--- src/sv/lr3q_pkg.sv ---
// ----------------------------------------------------------------------------
// lr3q_pkg
// Shared types, constants and tables of the layer 3 line requantizer.
// ----------------------------------------------------------------------------
package lr3q_pkg;

    localparam int FRAC_BITS   = 16;
    localparam int SH_BASE     = 45 - FRAC_BITS;
    localparam int QV_W        = 15;
    localparam int X_W         = 14;
    localparam int QV_LIMIT    = 8206;
    localparam int GAIN_BIAS   = 210;
    localparam int E_W         = 10;
    localparam int CBRT_STAGES = 22;
    localparam int CBRT_TOP    = 3 * (CBRT_STAGES - 1);
    localparam int CBRT_SHIFT  = 48;
    localparam int REM_W       = X_W + CBRT_SHIFT;
    localparam int Y_W         = 22;
    localparam int SQ_W        = 2 * Y_W;
    localparam int B_W         = SQ_W + 2;
    localparam int M_W         = 34;
    localparam int M_HALF      = M_W / 2;
    localparam int K_W         = 30;
    localparam int PP_W        = M_HALF + K_W;
    localparam int P_W         = 64;
    localparam int SH_W        = 7;
    localparam int OUT_W       = 48;
    localparam int FIFO_DEPTH  = 32;
    localparam int FIFO_AW     = $clog2(FIFO_DEPTH);
    localparam int CFG_IDX_W   = 3;
    localparam int CFG_DATA_W  = 8;

    typedef logic [REM_W-1:0]      t_rem;
    typedef logic [Y_W-1:0]        t_y;
    typedef logic [SQ_W-1:0]       t_sq;
    typedef logic [B_W-1:0]        t_b;
    typedef logic [M_W-1:0]        t_m;
    typedef logic [K_W-1:0]        t_k;
    typedef logic [PP_W-1:0]       t_pp;
    typedef logic [P_W-1:0]        t_p;
    typedef logic [OUT_W-1:0]      t_sample;
    typedef logic [FIFO_AW:0]      t_count;

    localparam t_sample OUT_MAX = {1'b0, {(OUT_W-1){1'b1}}};

    typedef enum logic [CFG_IDX_W-1:0] {
        CFG_GAIN_CODE     = 3'd0,
        CFG_COARSE_SCALE  = 3'd1,
        CFG_PRE_EMPHASIS  = 3'd2,
        CFG_SHORT_BLOCKS  = 3'd3,
        CFG_WINDOW_GAIN_A = 3'd4,
        CFG_WINDOW_GAIN_B = 3'd5,
        CFG_WINDOW_GAIN_C = 3'd6
    } t_cfg_idx;

    typedef struct packed {
        logic [7:0] gain_code;
        logic       coarse_scale;
        logic       pre_emphasis;
        logic       short_blocks;
        logic [2:0] window_gain_a;
        logic [2:0] window_gain_b;
        logic [2:0] window_gain_c;
    } t_cfg;

    typedef struct packed {
        logic [3:0]      scalefactor;
        logic [1:0]      window;
        logic [4:0]      band;
        logic [QV_W-1:0] quant_value;
    } t_item;

    typedef struct packed {
        logic                  neg;
        logic [X_W-1:0]        x;
        logic signed [E_W-1:0] e;
    } t_side;

    function automatic logic [1:0] pretab(input logic [4:0] i_band);
        logic [1:0] v;
        case (i_band) inside
            [5'd11:5'd14]:        v = 2'd1;
            [5'd15:5'd16], 5'd20: v = 2'd2;
            [5'd17:5'd19]:        v = 2'd3;
            default:              v = 2'd0;
        endcase
        return v;
    endfunction

    function automatic t_k quarter_pow(input logic [1:0] i_f);
        t_k v;
        case (i_f)
            2'd0: v = 30'd536870912;
            2'd1: v = 30'd638450708;
            2'd2: v = 30'd759250125;
            2'd3: v = 30'd902905651;
        endcase
        return v;
    endfunction

endpackage

--- src/sv/lr3q_front.sv ---
// ----------------------------------------------------------------------------
// lr3q_front
// Magnitude, clamp and quarter-step exponent of one line.
// ----------------------------------------------------------------------------
module lr3q_front (
    input  logic             i_clk,
    input  logic             i_rst_n,
    input  logic             i_vld,
    input  lr3q_pkg::t_item  i_item,
    input  lr3q_pkg::t_cfg   i_cfg,
    output logic             o_vld,
    output lr3q_pkg::t_side  o_side
);

    logic                      w_neg;
    logic [lr3q_pkg::QV_W-1:0] w_mag;
    logic [2:0]                w_wg;
    logic [1:0]                w_pre;
    logic [4:0]                w_sf_sum;
    logic [6:0]                w_sf_term;
    logic [10:0]               w_e;
    lr3q_pkg::t_side           n_side;
    lr3q_pkg::t_side           r_side;
    logic                      r_vld;

    always_comb begin
        w_neg = i_item.quant_value[lr3q_pkg::QV_W-1];
        w_mag = w_neg ? (~i_item.quant_value + 1'b1) : i_item.quant_value;

        w_wg  = 3'd0;
        w_pre = 2'd0;
        if (i_cfg.short_blocks) begin
            case (i_item.window)
                2'd0:    w_wg = i_cfg.window_gain_a;
                2'd1:    w_wg = i_cfg.window_gain_b;
                2'd2:    w_wg = i_cfg.window_gain_c;
                default: w_wg = 3'd0;
            endcase
        end else if (i_cfg.pre_emphasis) begin
            w_pre = lr3q_pkg::pretab(i_item.band);
        end

        w_sf_sum  = 5'(i_item.scalefactor) + 5'(w_pre);
        w_sf_term = i_cfg.coarse_scale ? {w_sf_sum, 2'b00} : {1'b0, w_sf_sum, 1'b0};
        w_e = 11'(i_cfg.gain_code) - 11'(lr3q_pkg::GAIN_BIAS)
            - 11'({w_wg, 3'b000}) - 11'(w_sf_term);

        n_side.neg = w_neg;
        n_side.x   = (w_mag > lr3q_pkg::QV_W'(lr3q_pkg::QV_LIMIT))
                   ? lr3q_pkg::X_W'(lr3q_pkg::QV_LIMIT) : w_mag[lr3q_pkg::X_W-1:0];
        n_side.e   = signed'(w_e[lr3q_pkg::E_W-1:0]);
    end

    always_ff @(posedge i_clk) begin
        r_side <= n_side;
    end

    always_ff @(posedge i_clk) begin
        if (!i_rst_n) begin
            r_vld <= 1'b0;
        end else begin
            r_vld <= i_vld;
        end
    end

    assign o_vld  = r_vld;
    assign o_side = r_side;

endmodule

--- config.mk ---
export PLATFORM = sky130hd
export DESIGN_NAME = lr3q_front
export DESIGN_NICKNAME = d
export VERILOG_FILES = /design/src/sv/lr3q_pkg.sv /design/src/sv/lr3q_front.sv
export SDC_FILE = /design/constraint.sdc
export NUM_CORES = 1
export LEC_CHECK = 0
export BUFFER_PORTS_ARGS = -buffer_cell sky130_fd_sc_hd__buf_4
export CAP_MARGIN = 20
export CORE_ASPECT_RATIO = 1.2
export CORE_MARGIN = 3
export CORE_UTILIZATION = 40
export DETAILED_ROUTE_END_ITERATION = 7
export PLACE_DENSITY = 0.71
export SYNTH_ARGS = -nofsm -noshare
export SYNTH_HDL_FRONTEND = slang
export SYNTH_SLANG_ARGS = --single-unit
--- constraint.sdc ---
create_clock -name i_clk -period 3.45 [get_ports i_clk]
set_clock_uncertainty 0.2 [all_clocks]
set_input_delay 0.1725 -clock i_clk [delete_from_list [all_inputs] [get_ports i_clk]]
set_output_delay 0.1725 -clock i_clk [all_outputs]
set_load 0.02 [all_outputs]
==> run summary <==
Sequential share of power: 0.335
Biggest cell delay along the critical path: 0.55 ns
Fin Setup TNS: -0.0810 ns
Root Driver: clkbuf_8
Syn Nets: 296
Sw Share: 0.339
Drt pass-1 iters: 4
Syn avg cell area: 8.31 um2
Drt total wl: 4.64 mm
Run status: finished, violations left
Number of synthesized flops with an enable pin: 0
Combinational power share: 0.512
Yosys reg bits: 26
CTS tree: yes
Die area: 5620 um2
Ys Warns: 0
Inst Count DP: 366
WL per Instance: 12.1 um
Max Buffers Root-to-Sink: 2
Non-Filler Instances: 385
Pin count of the biggest net entering global routing: 26
Drt via density: 5.04
Synth Cell Area: 1900 um2
Post-synth ARST share: 0
Worst vdd ir: 0.000226 V
Hold Crit Class: in -> reg
CP max FO: 3
TritonCTS buffer count: 3
P_leak: 1.34 nW
Initial antenna violation count: 0
Synth Instances: 229
Die width: 69.0 um
Largest delay share family, worst path: adder cells
Final Hold Viols: 0
Core Rows: 26
Rel. slew slack: 0.644
Internal power: 723 uW
Clk pin slew, worst setup/hold paths: 0.09 ns
First-pass GRT wire length: 7.12 mm
CP cell instances: buf_6, and3b_1, o21ai_1, a21oi_1, a21oi_1, nor2_1, ha_2, inv_2, fa_2, xor2_2, mux2i_2, fa_1, inv_2, ha_4, a21oi_4, o21bai_1, a21o_1, or4_4, nand3_2
Total core area: 4420 um2
Endpoint type of the worst setup path: register
Final nets: 398
Initial Util: 0.430
Grt total ovfl: 0
GRT Total Usage: 0.162
Top Ports: 75
Sequential area share after synthesis: 0.274
Overall power: 1.09 mW
Crit Path Category: in -> reg
Final setup fails: 1
Share of cells above drive strength 1: 0.365
RSZ-0062 raised after global routing: true
Distinct cells, synth: 49
DRC: 0
Final ANT Viol Nets: 0
Slew Viols, Final: 0
N_diodes: 0
WHS: 0.00453 ns
H-tree Lvls: 1
Gpl congestion: 0.808
Pwr/cell area: 382 nW/um2
Vias: 1942
Clk sinks: 26
Worst setup margin: -0.0810 ns
Die H: 81.6 um
Fin crit period: 3.53 ns
Pre-CTS setup slack: -0.337 ns
Most frequently used flop master after synthesis: dfxtp_1
Worst path slowest cell: fa_1
Max-cap viol count: 0
Vias in the first global route: 1832
Area growth syn-to-layout: 50.7%
WP buf/inv: 3
DP Wirelength: 3.78 mm
Fin crit share: 1.02
CP Data Required Time: 3.47 ns
IO Port Bufs: 74
Clk network pwr share: 0.153
Starting DRC count in detailed routing: 51
CP Data Arrival Time: 3.55 ns
F_max: 283 MHz
Worst setup SP type: primary input
NetSw: 371 uW
Slew @ Worst Pin: 0.521 ns
Failing checks: setup timing
==> metrics by stage <==
step                      area (um2)   util
after floorplan                 1920      -
after global placement          2610  0.590
after detailed placement        2610  0.590
after CTS                       2780  0.628
after global routing            2870  0.648
final                           2870  0.648
==> final cells by class <==
| type | count | area, um2 |
|---|---|---|
| Sequential cell | 26 | 520 |
| Tap cell | 56 | 70.1 |
| Timing Repair Buffer | 101 | 792 |
| Inverter | 20 | 75.1 |
| Multi-Input combinational cell | 179 | 1370 |
| Fill cell | 399 | 1560 |
| Clock buffer | 3 | 41.3 |
==> kinds of logic after synthesis <==
| group | Yosys count | share of synthesized area |
|---|---|---|
| AOI/OAI and AO/OA | 49 | 0.173 |
| xor gates and xnor gates | 22 | 0.101 |
| adders and majority gates | 18 | 0.134 |
| buffers and inverters | 24 | 0.0513 |
| DFF | 26 | 0.274 |
| muxes | 5 | 0.0270 |
| and+or+nand+nor | 85 | 0.240 |
==> final timing paths <==
path / from / to / slack [ns] / cells after the start
setup / recovery: i_item[19] / o_side[8]$_DFF_P_ / -0.08 / 19
hold / removal: i_item[10] / o_side[20]$_SDFF_PN0_ / 0.005 / 3
==> cell usage in the layout, fill, tap and decap left out, types with 3 or more instances in the layout <==
cell type and n:
xor2_1 15, inv_1 18, a21oi_1 6, nand2_1 25, nand2b_1 3, nor2_1 16, mux2i_1 3, and2_1 4
dfxtp_1 26, nor2b_1 3, clkbuf_8 3, nand4_1 4, and3_2 3, o31ai_1 3, nor3_1 4, dlygate4sd3_1 12
buf_4 88, nand3_1 5, fa_1 3, o21ai_0 14, xnor2_1 6, o21bai_1 3, ha_1 11
==> timing repair <==
item                       4_1_cts  5_1_grt
hold buffers                    12        0
gates resized for setup          2       15
pin swaps                        1       16
buffers inserted                 0        4
hold endpoints to repair        11        0
setup endpoints to repair        1        4
==> registers in the layout, summed over array words and instances, names as in the netlist <==
register,count
o_vld,1
o_side,25
==> tightest hold or removal path, cell delays in order <==
cell	delay (ns)
buf_4	0.12
xor2_1	0.07
nor2_1	0.07
==> synth_stat cells, types with 2 or more instances <==
cell      number  share of area
a21boi_0       2         0.0079
a21o_1         2         0.0079
a21oi_1        8          0.021
a31oi_1        2         0.0066
a32o_1         2          0.011
and2_1         4          0.013
and3_2         3          0.012
and3b_1        2         0.0092
clkbuf_1       3         0.0059
dfxtp_1       26           0.27
fa_1           4          0.042
ha_1          14          0.092
inv_1         20          0.039
mux2i_1        4          0.021
nand2_1       25          0.049
nand2b_1       3         0.0099
nand3_1        6          0.016
nand4_1        4          0.013
nor2_1        16          0.032
nor2b_1        4          0.013
nor3_1         4          0.011
nor4_1         2         0.0066
o211ai_1       2         0.0079
o21a_1         2         0.0079
o21ai_0       16          0.042
o21bai_1       3          0.012
o31ai_1        3          0.012
or3_1          2         0.0066
xnor2_1        6          0.028
xor2_1        16          0.074
==> per-layer routing <==
layer / wire length (um) / share of wire / global-route usage / up-vias
li1: - / - / - / 1001
met1: 1620 / 0.35 / 0.154 / 868
met2: 2580 / 0.56 / 0.327 / 69
met3: 413 / 0.089 / 0.0342 / 4
met4: 30 / 0.0065 / 0.0565 / 0
met5: 0 / 0 / 0 / -
==> power by group through the flow <==
| stage | sequential, mW | clock, mW | combinational (mW) |
|---|---|---|---|
| floorplan | 0.444 | 0 | 0.207 |
| global placement | 0.375 | 0 | 0.487 |
| finish | 0.367 | 0.167 | 0.560 |
| CTS | 0.368 | 0.172 | 0.517 |
| global route | 0.372 | 0.184 | 0.615 |
| detailed placement | 0.375 | 0 | 0.497 |
Power figures use the tool's default switching activity.
