<file path="src/sv/lr3q_pkg.sv">
// ----------------------------------------------------------------------------
// lr3q_pkg
// Shared types, constants and tables of the layer 3 line requantizer.
// ----------------------------------------------------------------------------
package lr3q_pkg;

    localparam int FRAC_BITS   = 16;
    localparam int SH_BASE     = 45 - FRAC_BITS;
    localparam int QV_W        = 15;
    localparam int X_W         = 14;
    localparam int QV_LIMIT    = 8206;
    localparam int GAIN_BIAS   = 210;
    localparam int E_W         = 10;
    localparam int CBRT_STAGES = 22;
    localparam int CBRT_TOP    = 3 * (CBRT_STAGES - 1);
    localparam int CBRT_SHIFT  = 48;
    localparam int REM_W       = X_W + CBRT_SHIFT;
    localparam int Y_W         = 22;
    localparam int SQ_W        = 2 * Y_W;
    localparam int B_W         = SQ_W + 2;
    localparam int M_W         = 34;
    localparam int M_HALF      = M_W / 2;
    localparam int K_W         = 30;
    localparam int PP_W        = M_HALF + K_W;
    localparam int P_W         = 64;
    localparam int SH_W        = 7;
    localparam int OUT_W       = 48;
    localparam int FIFO_DEPTH  = 32;
    localparam int FIFO_AW     = $clog2(FIFO_DEPTH);
    localparam int CFG_IDX_W   = 3;
    localparam int CFG_DATA_W  = 8;

    typedef logic [REM_W-1:0]      t_rem;
    typedef logic [Y_W-1:0]        t_y;
    typedef logic [SQ_W-1:0]       t_sq;
    typedef logic [B_W-1:0]        t_b;
    typedef logic [M_W-1:0]        t_m;
    typedef logic [K_W-1:0]        t_k;
    typedef logic [PP_W-1:0]       t_pp;
    typedef logic [P_W-1:0]        t_p;
    typedef logic [OUT_W-1:0]      t_sample;
    typedef logic [FIFO_AW:0]      t_count;

    localparam t_sample OUT_MAX = {1'b0, {(OUT_W-1){1'b1}}};

    typedef enum logic [CFG_IDX_W-1:0] {
        CFG_GAIN_CODE     = 3'd0,
        CFG_COARSE_SCALE  = 3'd1,
        CFG_PRE_EMPHASIS  = 3'd2,
        CFG_SHORT_BLOCKS  = 3'd3,
        CFG_WINDOW_GAIN_A = 3'd4,
        CFG_WINDOW_GAIN_B = 3'd5,
        CFG_WINDOW_GAIN_C = 3'd6
    } t_cfg_idx;

    typedef struct packed {
        logic [7:0] gain_code;
        logic       coarse_scale;
        logic       pre_emphasis;
        logic       short_blocks;
        logic [2:0] window_gain_a;
        logic [2:0] window_gain_b;
        logic [2:0] window_gain_c;
    } t_cfg;

    typedef struct packed {
        logic [3:0]      scalefactor;
        logic [1:0]      window;
        logic [4:0]      band;
        logic [QV_W-1:0] quant_value;
    } t_item;

    typedef struct packed {
        logic                  neg;
        logic [X_W-1:0]        x;
        logic signed [E_W-1:0] e;
    } t_side;

    function automatic logic [1:0] pretab(input logic [4:0] i_band);
        logic [1:0] v;
        case (i_band) inside
            [5'd11:5'd14]:        v = 2'd1;
            [5'd15:5'd16], 5'd20: v = 2'd2;
            [5'd17:5'd19]:        v = 2'd3;
            default:              v = 2'd0;
        endcase
        return v;
    endfunction

    function automatic t_k quarter_pow(input logic [1:0] i_f);
        t_k v;
        case (i_f)
            2'd0: v = 30'd536870912;
            2'd1: v = 30'd638450708;
            2'd2: v = 30'd759250125;
            2'd3: v = 30'd902905651;
        endcase
        return v;
    endfunction

endpackage

</file>
<file path="src/sv/lr3q_fifo.sv">
// ----------------------------------------------------------------------------
// lr3q_fifo
// Result buffer between the fixed-latency pipeline and the output stream.
// ----------------------------------------------------------------------------
module lr3q_fifo (
    input  logic              i_clk,
    input  logic              i_rst_n,
    input  logic              i_wr_en,
    input  lr3q_pkg::t_sample i_wr_data,
    input  logic              i_rd_en,
    output logic              o_valid,
    output lr3q_pkg::t_sample o_data
);

    lr3q_pkg::t_sample            r_mem [lr3q_pkg::FIFO_DEPTH];
    logic [lr3q_pkg::FIFO_AW-1:0] r_wr_ptr;
    logic [lr3q_pkg::FIFO_AW-1:0] r_rd_ptr;
    lr3q_pkg::t_count             r_count;

    always_ff @(posedge i_clk) begin
        if (i_wr_en) begin
            r_mem[r_wr_ptr] <= i_wr_data;
        end
    end

    always_ff @(posedge i_clk) begin
        if (!i_rst_n) begin
            r_wr_ptr <= '0;
            r_rd_ptr <= '0;
            r_count  <= '0;
        end else begin
            if (i_wr_en) begin
                r_wr_ptr <= r_wr_ptr + 1'b1;
            end
            if (i_rd_en) begin
                r_rd_ptr <= r_rd_ptr + 1'b1;
            end
            r_count <= r_count + lr3q_pkg::t_count'(i_wr_en)
                     - lr3q_pkg::t_count'(i_rd_en);
        end
    end

    assign o_valid = (r_count != '0);
    assign o_data  = r_mem[r_rd_ptr];

endmodule
</file>
<file path="config.mk">
export PLATFORM = sky130hd
export DESIGN_NAME = lr3q_fifo
export DESIGN_NICKNAME = d
export VERILOG_FILES = /design/src/sv/lr3q_pkg.sv /design/src/sv/lr3q_fifo.sv
export SDC_FILE = /design/constraint.sdc
export NUM_CORES = 1
export LEC_CHECK = 0
export CAP_MARGIN = 40
export CELL_PAD_IN_SITES_DETAIL_PLACEMENT = 1
export CELL_PAD_IN_SITES_GLOBAL_PLACEMENT = 2
export CORE_MARGIN = 10
export CORE_UTILIZATION = 45
export CTS_CLUSTER_DIAMETER = 60
export DETAILED_ROUTE_END_ITERATION = 10
export DONT_BUFFER_PORTS = 1
export PLACE_DENSITY_LB_ADDON = 0.1
export SLEW_MARGIN = 10
export SYNTH_ARGS = -nofsm -noshare
export SYNTH_HDL_FRONTEND = slang
export SYNTH_SLANG_ARGS = --single-unit
</file>
<file path="constraint.sdc">
create_clock -name i_clk -period 4.3 [get_ports i_clk]
set_input_delay 0.43 -clock i_clk [delete_from_list [all_inputs] [get_ports i_clk]]
set_output_delay 0.43 -clock i_clk [all_outputs]
set_load 0.02 [all_outputs]
</file>
==> results.txt <==
- At the pin with the least slew margin, the transition time is 0.9054 ns.
- Switching Share: 0.2138
- Synthesized netlist cell count: 2,968
* Via count of the first global-routing pass: 31,490
- IR analysis of the VDD net gives a maximum drop of 0.4505 mV.
- Clock tree from TritonCTS: built
* TritonCTS buffer count: 164
- Setup repair after global routing left no endpoint under its margin.
- Std-Cell Rows: 133
- Achievable frequency: 0.2538 GHz
- In the final routed layout, each cell accounts on average for 32.79 um.
* TNS Setup: 0 ns
* Result of the run: completed
- The H-tree was split into 4 levels.
- Overall routing resource usage: 0.2229
* Number of max-slew violations in the final report: 0
- The core region is 0.1316 mm^2.
- Req. time, crit path: 3.87 ns
- Counting flops with an async set or reset pin after synthesis yields a share of 0.
- Switch Pwr: 6.859 mW
- The worst setup path is captured at an output port.
- From left edge to right edge, the die measures 384.4 um.
* Routed via count: 30,150
- Hold Vio Cnt, Final: 0
* Routability Congestion: 0.7457
- Once detailed placement completed, the half-perimeter wirelength came to 86,710 um.
- Once the clock tree was built, the setup fixing pass inserted 0 buffers.
- Data on the critical path arrives at its endpoint at 3.51 ns.
- The first TritonRoute pass finished after 7 iterations.
- After filler insertion, the fill cell instance count of the layout stands at 11,490.
* Final worst path period need: 3.940 ns
* Count of antenna-violating nets left after detailed routing: 0
- GRT overflow: 0
- Wire length of the first global-routing pass: 234,100 um
- The repair_antennas step left the layout with diodes totalling 0.
* Final Routed Wirelength: 165,700 um
- Netlist Area Pre-Place: 0.05974 mm^2
* Final setup viols: 0
- I/O pin cnt: 101
- Type of the worst setup path: register to output port
- The die is 384.4 um tall.
* Primary flip-flop cell chosen by synthesis mapping: sky130_fd_sc_hd__edfxtp_1
- On the final layout, the worst clock skew is 0.01759 ns.
- The cell sitting at the root of the clock tree is a sky130_fd_sc_hd__clkbuf_16.
- After synthesis, the netlist uses 40 different library cells.
- Dividing total power by cell area gives a power density of 464.1 mW/mm^2.
- Leak: 21.28 nW
* Worst-path maximum fanout: 32
- Entering global routing, the biggest net connects 119 pins.
- The clock net in this run drives a total of 1,557 sinks.
- Cell internal power was estimated by the tool at 25.22 mW.
* Antenna violations before repair: 13
* Power share of the combinational group: 0.056
* Proportion of synthesized chip area in sequential cells: 0.7791
- Clock latency on the worst-skew pair, taken at its later pin, is 0.78 ns.
- Area growth from synthesis to final layout: 15.68%
- Counting every net in the synthesized netlist gives 3,034.
- In the routed design, unresolved DRC markers number 0.
- Number of design-rule violations left by the first detailed-router iteration: 2,911
- Clock-pin slew was measured on the worst setup and hold paths at 0.06 ns.
* Synth Area per Inst: 20.13 um^2
- In this run the deepest clock path goes through 3 buffers.
- Relative max-transition margin: 0.3949
- The tightest min-delay check is of the primary input to register type.
* Share of post-route cells with drive strength above 1: 0.2725
* Number of enable flip-flop cells after synthesis: 1,536
* Instance count after placement with tap cells included: 4,660
- STA classifies the critical path startpoint as a register.
- Clk pwr share: 0.419
- After detailed routing, the number of vias per cell comes to 5.966.
* Register bit count reported by yosys: 1,557
* Number of nets in the layout: 3,239
- For this configuration, the core starts out at a cell density of 0.4539.
- Number of buffer cells added on primary ports: 0
- For this run, the number of standard cells in the final layout without fillers is 5,054.
- Proportion of power drawn by flip-flops and latches: 0.525
- Of the available clock period, the critical path in the final layout requires 0.9162.
- The die covers 0.1477 mm^2.
- Maxcap violations: 0
* Number of gates given a new drive strength after cts: 0
- Synth warnings: 0
[metrics by stage]
stage                     instance area (um^2)  utilization  worst slack (ns)  hold slack, ns  total power [mW]
after floorplan                          59740            -            0.7720          0.4847             18.19
after global placement                   62620       0.4757            0.9949          0.5239             18.62
after detailed placement                 62790       0.4770            0.9948          0.5238             18.67
after CTS                                68350       0.5192            0.1390         0.02167             32.31
after global routing                     69110       0.5250            0.1560         0.08568             33.13
final                                    69110       0.5250            0.3603         0.08316             32.08
[path summary, 6_finish.rpt]
kind	to	cells past startpoint	startpoint	slack (ns)
hold reg to reg	r_rd_ptr[4]	2	r_rd_ptr[4]	0.54
hold / removal	r_count[1]	3	i_rd_en	0.08
setup / recovery	o_data[42]	5	register	0.36
setup reg to reg	r_mem[19][42]	4	r_wr_ptr[0]	1.48
[area by class of cell]
cell class / instances / area (um^2) / share of cell area
Timing Repair Buffer: 214 / 2608 / 0.03773
Clock inverter: 75 / 620.6 / 0.008980
Inverter: 13 / 48.80 / 0.0007061
Clock buffer: 217 / 4398 / 0.06364
Multi-Input combinational cell: 1223 / 12690 / 0.1836
Tap cell: 1755 / 2196 / 0.03177
Sequential cell: 1557 / 46550 / 0.6736
[layout by cell type, fill, tap and decap left out, drive strengths merged, types with 96 or more instances in the layout]
master	Yosys	layout
edfxtp	1536	1536
mux2	288	288
clkbuf	115	217
mux4	192	192
buf	60	162
nor3	99	99
o21ai	97	97
nor2b	97	97
a22o	96	96
a211oi	96	96
o22ai	96	96
[cells in the mapped netlist, drive strengths merged (3+ instances only)]
cell	instances	area [um^2]
a211oi	96	720.7
a22o	96	840.8
buf	60	336.6
clkbuf	115	431.7
dfxtp	21	420.4
edfxtp	1536	46120
ha	13	162.7
inv	13	48.80
mux2	288	3243
mux4	192	4324
nand2	10	37.54
nand2b	4	25.02
nand4	5	31.28
nor2	49	183.9
nor2b	97	606.8
nor3	99	495.5
o21a	3	22.52
o21ai	97	485.5
o22ai	96	600.6
or4	48	360.4
xnor2	3	26.28
xor2	6	52.55
[power by group through the flow]
stage	sequential, mW	combinational [mW]	clock, mW
after detailed placement	17.2	1.51	0
after global placement	17.2	1.46	0
final	16.8	1.81	13.4
after CTS	16.8	1.76	13.7
after global routing	16.8	1.96	14.3
after floorplan	17.1	1.05	0
[kinds of logic after synthesis]
kind of cell             count (synthesis)  share of synthesized area
buffers and inverters                  188                    0.01368
adder cells (fa/ha/maj)                 14                   0.003058
AO/OA/AOI/OAI                          394                    0.04536
flip-flops                            1557                     0.7791
multiplexers                           482                     0.1270
XOR/XNOR                                 9                   0.001320
AND/OR/NAND/NOR                        324                    0.03049
[what timing repair did]
action                                  CTS  global route
setup endpoints to repair                 0             0
endpoints found under the hold margin  1552             0
hold buffers                             53             0
[sequential cells by signal (all words and copies together) (netlist names), named ones only]
name      cells
r_count       6
r_rd_ptr      5
r_mem      1536
r_wr_ptr      5
[metal layers]
| layer | share of wire | track usage | vias up |
|---|---|---|---|
| li1 | - | - | 12690 |
| met1 | 0.43 | 0.3100 | 16250 |
| met2 | 0.48 | 0.3593 | 980 |
| met5 | 0.00048 | 0 | - |
| met4 | 0.021 | 0.05580 | 12 |
| met3 | 0.065 | 0.04644 | 229 |
[critical path, cell delays in order (launching register included)]
cell and delay [ns]:
sky130_fd_sc_hd__dfxtp_1 0.62, sky130_fd_sc_hd__nand2b_4 0.45, sky130_fd_sc_hd__buf_4 0.59, sky130_fd_sc_hd__a211oi_1 0.12, sky130_fd_sc_hd__nor3_1 0.54, sky130_fd_sc_hd__or4_1 0.34
(Power assumes the default switching activity.)
