$ cat config.mk
export PLATFORM = sky130hd
export DESIGN_NAME = lr3q_scale
export DESIGN_NICKNAME = d
export VERILOG_FILES = /design/src/sv/lr3q_pkg.sv /design/src/sv/lr3q_scale.sv
export SDC_FILE = /design/constraint.sdc
export NUM_CORES = 2
export LEC_CHECK = 0
export BUFFER_PORTS_ARGS = -buffer_cell sky130_fd_sc_hd__buf_4
export CAP_MARGIN = 30
export CORE_MARGIN = 2
export CORE_UTILIZATION = 38
export DETAILED_ROUTE_END_ITERATION = 10
export GPL_ROUTABILITY_DRIVEN = 1
export PLACE_DENSITY = 0.56
export SLEW_MARGIN = 15
export SYNTH_ARGS = -nofsm -noshare
export SYNTH_HDL_FRONTEND = slang
export SYNTH_SLANG_ARGS = --single-unit
export TNS_END_PERCENT = 5
$ cat constraint.sdc
create_clock -name i_clk -period 8.2 [get_ports i_clk]
set_clock_uncertainty 0.05 [all_clocks]
set_input_delay 0.41 -clock i_clk [delete_from_list [all_inputs] [get_ports i_clk]]
set_output_delay 0.41 -clock i_clk [all_outputs]
set_load 0.01 [all_outputs]
$ cat src/sv/lr3q_pkg.sv
// ----------------------------------------------------------------------------
// lr3q_pkg
// Shared types, constants and tables of the layer 3 line requantizer.
// ----------------------------------------------------------------------------
package lr3q_pkg;

    localparam int FRAC_BITS   = 16;
    localparam int SH_BASE     = 45 - FRAC_BITS;
    localparam int QV_W        = 15;
    localparam int X_W         = 14;
    localparam int QV_LIMIT    = 8206;
    localparam int GAIN_BIAS   = 210;
    localparam int E_W         = 10;
    localparam int CBRT_STAGES = 22;
    localparam int CBRT_TOP    = 3 * (CBRT_STAGES - 1);
    localparam int CBRT_SHIFT  = 48;
    localparam int REM_W       = X_W + CBRT_SHIFT;
    localparam int Y_W         = 22;
    localparam int SQ_W        = 2 * Y_W;
    localparam int B_W         = SQ_W + 2;
    localparam int M_W         = 34;
    localparam int M_HALF      = M_W / 2;
    localparam int K_W         = 30;
    localparam int PP_W        = M_HALF + K_W;
    localparam int P_W         = 64;
    localparam int SH_W        = 7;
    localparam int OUT_W       = 48;
    localparam int FIFO_DEPTH  = 32;
    localparam int FIFO_AW     = $clog2(FIFO_DEPTH);
    localparam int CFG_IDX_W   = 3;
    localparam int CFG_DATA_W  = 8;

    typedef logic [REM_W-1:0]      t_rem;
    typedef logic [Y_W-1:0]        t_y;
    typedef logic [SQ_W-1:0]       t_sq;
    typedef logic [B_W-1:0]        t_b;
    typedef logic [M_W-1:0]        t_m;
    typedef logic [K_W-1:0]        t_k;
    typedef logic [PP_W-1:0]       t_pp;
    typedef logic [P_W-1:0]        t_p;
    typedef logic [OUT_W-1:0]      t_sample;
    typedef logic [FIFO_AW:0]      t_count;

    localparam t_sample OUT_MAX = {1'b0, {(OUT_W-1){1'b1}}};

    typedef enum logic [CFG_IDX_W-1:0] {
        CFG_GAIN_CODE     = 3'd0,
        CFG_COARSE_SCALE  = 3'd1,
        CFG_PRE_EMPHASIS  = 3'd2,
        CFG_SHORT_BLOCKS  = 3'd3,
        CFG_WINDOW_GAIN_A = 3'd4,
        CFG_WINDOW_GAIN_B = 3'd5,
        CFG_WINDOW_GAIN_C = 3'd6
    } t_cfg_idx;

    typedef struct packed {
        logic [7:0] gain_code;
        logic       coarse_scale;
        logic       pre_emphasis;
        logic       short_blocks;
        logic [2:0] window_gain_a;
        logic [2:0] window_gain_b;
        logic [2:0] window_gain_c;
    } t_cfg;

    typedef struct packed {
        logic [3:0]      scalefactor;
        logic [1:0]      window;
        logic [4:0]      band;
        logic [QV_W-1:0] quant_value;
    } t_item;

    typedef struct packed {
        logic                  neg;
        logic [X_W-1:0]        x;
        logic signed [E_W-1:0] e;
    } t_side;

    function automatic logic [1:0] pretab(input logic [4:0] i_band);
        logic [1:0] v;
        case (i_band) inside
            [5'd11:5'd14]:        v = 2'd1;
            [5'd15:5'd16], 5'd20: v = 2'd2;
            [5'd17:5'd19]:        v = 2'd3;
            default:              v = 2'd0;
        endcase
        return v;
    endfunction

    function automatic t_k quarter_pow(input logic [1:0] i_f);
        t_k v;
        case (i_f)
            2'd0: v = 30'd536870912;
            2'd1: v = 30'd638450708;
            2'd2: v = 30'd759250125;
            2'd3: v = 30'd902905651;
        endcase
        return v;
    endfunction

endpackage

$ cat src/sv/lr3q_scale.sv
// ----------------------------------------------------------------------------
// lr3q_scale
// Power product, quarter-step gain, shift, rounding, saturation and sign.
// ----------------------------------------------------------------------------
module lr3q_scale (
    input  logic              i_clk,
    input  logic              i_rst_n,
    input  logic              i_vld,
    input  lr3q_pkg::t_side   i_side,
    input  lr3q_pkg::t_y      i_root,
    output logic              o_vld,
    output lr3q_pkg::t_sample o_sample
);

    logic [3:0]                     r_vld;
    logic [3:0]                     r_neg;
    logic signed [lr3q_pkg::E_W-1:0] r_e_m;
    logic signed [lr3q_pkg::E_W-1:0] r_e_pp;
    lr3q_pkg::t_m                   r_m;
    lr3q_pkg::t_pp                  r_pp_lo;
    lr3q_pkg::t_pp                  r_pp_hi;
    lr3q_pkg::t_p                   r_p;
    logic [lr3q_pkg::SH_W-1:0]      r_sh;
    logic [lr3q_pkg::P_W:0]         r_v;

    logic [35:0]                     w_mx;
    lr3q_pkg::t_k                    w_k;
    logic signed [lr3q_pkg::E_W-1:0] w_a;
    logic [lr3q_pkg::E_W-1:0]        w_sh;
    lr3q_pkg::t_m                    n_m;
    lr3q_pkg::t_pp                   n_pp_lo;
    lr3q_pkg::t_pp                   n_pp_hi;
    lr3q_pkg::t_p                    n_p;
    logic [lr3q_pkg::P_W:0]          n_v;
    logic [lr3q_pkg::P_W-1:0]        w_q;
    logic [lr3q_pkg::P_W:0]          w_sum;
    lr3q_pkg::t_sample               w_mag;

    always_comb begin
        w_mx    = 36'(i_side.x) * 36'(i_root);
        n_m     = w_mx[lr3q_pkg::M_W-1:0];

        w_k     = lr3q_pkg::quarter_pow(r_e_m[1:0]);
        n_pp_lo = lr3q_pkg::t_pp'(r_m[lr3q_pkg::M_HALF-1:0]) * lr3q_pkg::t_pp'(w_k);
        n_pp_hi = lr3q_pkg::t_pp'(r_m[lr3q_pkg::M_W-1:lr3q_pkg::M_HALF])
                * lr3q_pkg::t_pp'(w_k);

        n_p     = lr3q_pkg::t_p'(r_pp_lo)
                + (lr3q_pkg::t_p'(r_pp_hi) << lr3q_pkg::M_HALF);
        w_a     = r_e_pp >>> 2;
        w_sh    = lr3q_pkg::E_W'(lr3q_pkg::SH_BASE) - w_a;

        n_v     = {r_p, 1'b0} >> r_sh;

        // rounding bit sits below the kept part; a zero kept part flushes
        w_q     = r_v[lr3q_pkg::P_W:1];
        w_sum   = (lr3q_pkg::P_W+1)'(w_q) + (lr3q_pkg::P_W+1)'(r_v[0]);
        if (w_q == '0) begin
            w_mag = '0;
        end else if (|w_sum[lr3q_pkg::P_W:lr3q_pkg::OUT_W-1]) begin
            w_mag = lr3q_pkg::OUT_MAX;
        end else begin
            w_mag = w_sum[lr3q_pkg::OUT_W-1:0];
        end
    end

    always_ff @(posedge i_clk) begin
        r_m     <= n_m;
        r_e_m   <= i_side.e;
        r_pp_lo <= n_pp_lo;
        r_pp_hi <= n_pp_hi;
        r_e_pp  <= r_e_m;
        r_p     <= n_p;
        r_sh    <= w_sh[lr3q_pkg::SH_W-1:0];
        r_v     <= n_v;
        r_neg   <= {r_neg[2:0], i_side.neg};
    end

    always_ff @(posedge i_clk) begin
        if (!i_rst_n) begin
            r_vld <= '0;
        end else begin
            r_vld <= {r_vld[2:0], i_vld};
        end
    end

    assign o_vld    = r_vld[3];
    assign o_sample = r_neg[3] ? (~w_mag + 1'b1) : w_mag;

endmodule

==> results.json <==
{
  "clk_pin_slew_ns": 0.06,
  "io_pins": 99,
  "met1_usage": 0.2837,
  "final-hold-violation-count": 0,
  "tightest_slew_ns": 0.9029,
  "worst-path-max-fanout": 17,
  "setup_violations": 0,
  "grt_pass1_wl_um": 236300,
  "wirelength_um": 146200,
  "end_kind": "flop",
  "cts-root-buf": "clkbuf_16",
  "vias": 38897,
  "synth_mux_area_frac": 0.03457,
  "hold_class": "input port to flop",
  "cts_tree": "built",
  "clk_latency_ns": 0.59,
  "fill_cells": 13927,
  "rows": 136,
  "final-seq-area_mm2": 0.005773,
  "cp_slowest_cell": "fa_1",
  "dpl.hpwl_um": 126600,
  "synth_top_family_by_area": "adder cells",
  "grt_pass1_vias": 41584,
  "grt_max_degree": 77,
  "htreeDepth": 2,
  "avgSynthCellArea_um2": 8.980,
  "synth-edff-count": 0,
  "criticalPathCategory": "flop to flop",
  "layout-drive-gt1-share": 0.06760,
  "firstDrtPassIters": 5,
  "rsz0062_at_grt": "false",
  "slowest_delay_ns": 0.54,
  "die_h_um": 376.9,
  "cts_sinks": 288,
  "die_x_um": 376.9,
  "max_freq_mhz": 127.0,
  "period_minus_slack_ns": 7.873,
  "outcome": "completed",
  "crit_required_ns": 8.62,
  "period_share": 0.9601,
  "wl_per_cell_um": 18.78,
  "grt-ovfl-total": 0,
  "postCtsSetupBuffers": 0,
  "cp_top_family": "adder cells",
  "reg2reg_slack_ns": 0.33,
  "area_delta_synth_final_pct": 8.592,
  "antenna_found_initial": 3,
  "routed_via_density": 4.996,
  "ys.flop_type": "dfxtp_1",
  "synth_adder_area_share": 0.4758,
  "drc": 0,
  "multi_input_area_mm2": 0.04088,
  "slew_headroom": 0.3937,
  "coreArea_mm2": 0.1378,
  "slew_violations": 0,
  "synth_compound_area_frac": 0.07745,
  "start_util": 0.3834,
  "numPortBuffers": 97,
  "fin_nets": 7436,
  "die_area_mm2": 0.1421,
  "async_reset_ff_frac": 0,
  "crit_arrival_ns": 8.29,
  "synthCells": 5885,
  "drv_cap": 0,
  "syn-num-nets": 7359,
  "seq_area_frac_synth": 0.1091,
  "synth_xor_area_frac": 0.04061,
  "syn_area_mm2": 0.05284,
  "setup_tns_ns": 0,
  "drtAntennaViolNets": 0,
  "use_met3": 0.02489,
  "ys_types": 88,
  "cp-start-kind": "flop",
  "synth_warnings": 0,
  "use_met2": 0.3642,
  "grt_usage": 0.2122,
  "critPathBufInv": 10,
  "whs_ns": 0.1685,
  "busiest_layer": "met2",
  "cts_inserted_buffers": 37,
  "routabilityCongestion": 0.9468,
  "synth_seq_cells": 288,
  "cts_buffer_depth": 3,
  "drt_iter0_markers": 2493,
  "synth_simple_gate_area_frac": 0.1449
}
Yosys cell counts (51+ instances only):
cell type / count / area (µm²)
ha_1: 448 / 5605
xor2_1: 75 / 656.9
o21ai_0: 114 / 570.6
nand2_1: 577 / 2166
nor2_1: 286 / 1074
mux2i_1: 61 / 610.6
mux4_2: 51 / 1149
inv_1: 1449 / 5439
xnor2_1: 170 / 1489
nor3_1: 60 / 300.3
nand3_1: 94 / 470.5
dfxtp_1: 288 / 5766
a21oi_1: 172 / 860.8
fa_1: 976 / 19540
a21o_1: 68 / 510.5
clkbuf_1: 152 / 570.6
and2_1: 227 / 1420
area by class of cell:
cell class	count	share of cell area
Antenna cell	1	0.00004361
Clock buffer	46	0.01814
Clock inverter	22	0.003685
Inverter	1453	0.09504
Multi-Input combinational cell	3956	0.7124
Sequential cell	288	0.1006
Tap cell	1794	0.03912
Timing Repair Buffer	226	0.03096
sequential cells by signal, indices dropped and copies added, names as in the netlist:
register  flops
r_m          34
r_v          65
r_e_pp        7
r_vld         4
r_neg         4
r_p          64
r_e_m         9
r_pp_hi      47
r_sh          7
r_pp_lo      47
what timing repair did:
item,4_1_cts,5_1_grt
resized for setup,0,7
hold buffers,13,0
hold endpoints to repair,14,0
endpoints found under the setup margin,0,4
final timing paths:
path / start / end / cells past startpoint
min reg2reg: r_neg[1] / r_neg[2] / 0
max: r_e_m[0] / r_pp_hi[46] / 29
min: i_root[0] / r_m[0] / 2
max reg2reg: r_e_m[0] / r_pp_hi[46] / 29
layout by cell type (no fill, tap or decap), types with 19 or more instances in the layout:
cell	count
inv_1	1449
fa_1	976
nand2_1	577
ha_1	447
nor2_1	286
dfxtp_1	284
and2_1	227
buf_4	208
a21oi_1	171
xnor2_1	170
o21ai_0	114
nand3_1	94
xor2_1	75
a21o_1	68
mux2i_1	61
nor3_1	60
mux4_2	51
nand2b_1	48
nand4_1	47
a211oi_1	47
nor4_1	41
clkbuf_16	38
and3_1	37
o21a_1	27
nor2b_1	26
a31oi_1	22
o21bai_1	21
and4_1	19
stage by stage:
stage          utilization  cells  setup WS [ns]  cell area [µm²]
2_1_floorplan            -   5885         0.5206            52840
4_1_cts             0.4160   7784         0.3191            57330
5_1_grt             0.4163   7785       0.005556            57380
6_report            0.4163   7786         0.3271            57390
3_3_place_gp        0.4058   7702         0.4227            55940
3_5_place_dp        0.4059   7703         0.3799            55950
metal layers:
metal,up-vias,routed length (µm)
met5,-,27
li1,18368,-
met1,19469,65320
met2,873,69970
met3,183,6766
met4,4,4130
cell families after synthesis:
kind of cell               count (synthesis)
muxes                                    118
DFF                                      288
AOI/OAI and AO/OA                        619
buffers and inverters                   1641
xor gates and xnor gates                 245
and+or+nand+nor                         1550
adders and majority gates               1424
Power is not shown: default switching activity piles up to over one toggle a cycle in this logic, so the estimate is an artifact.
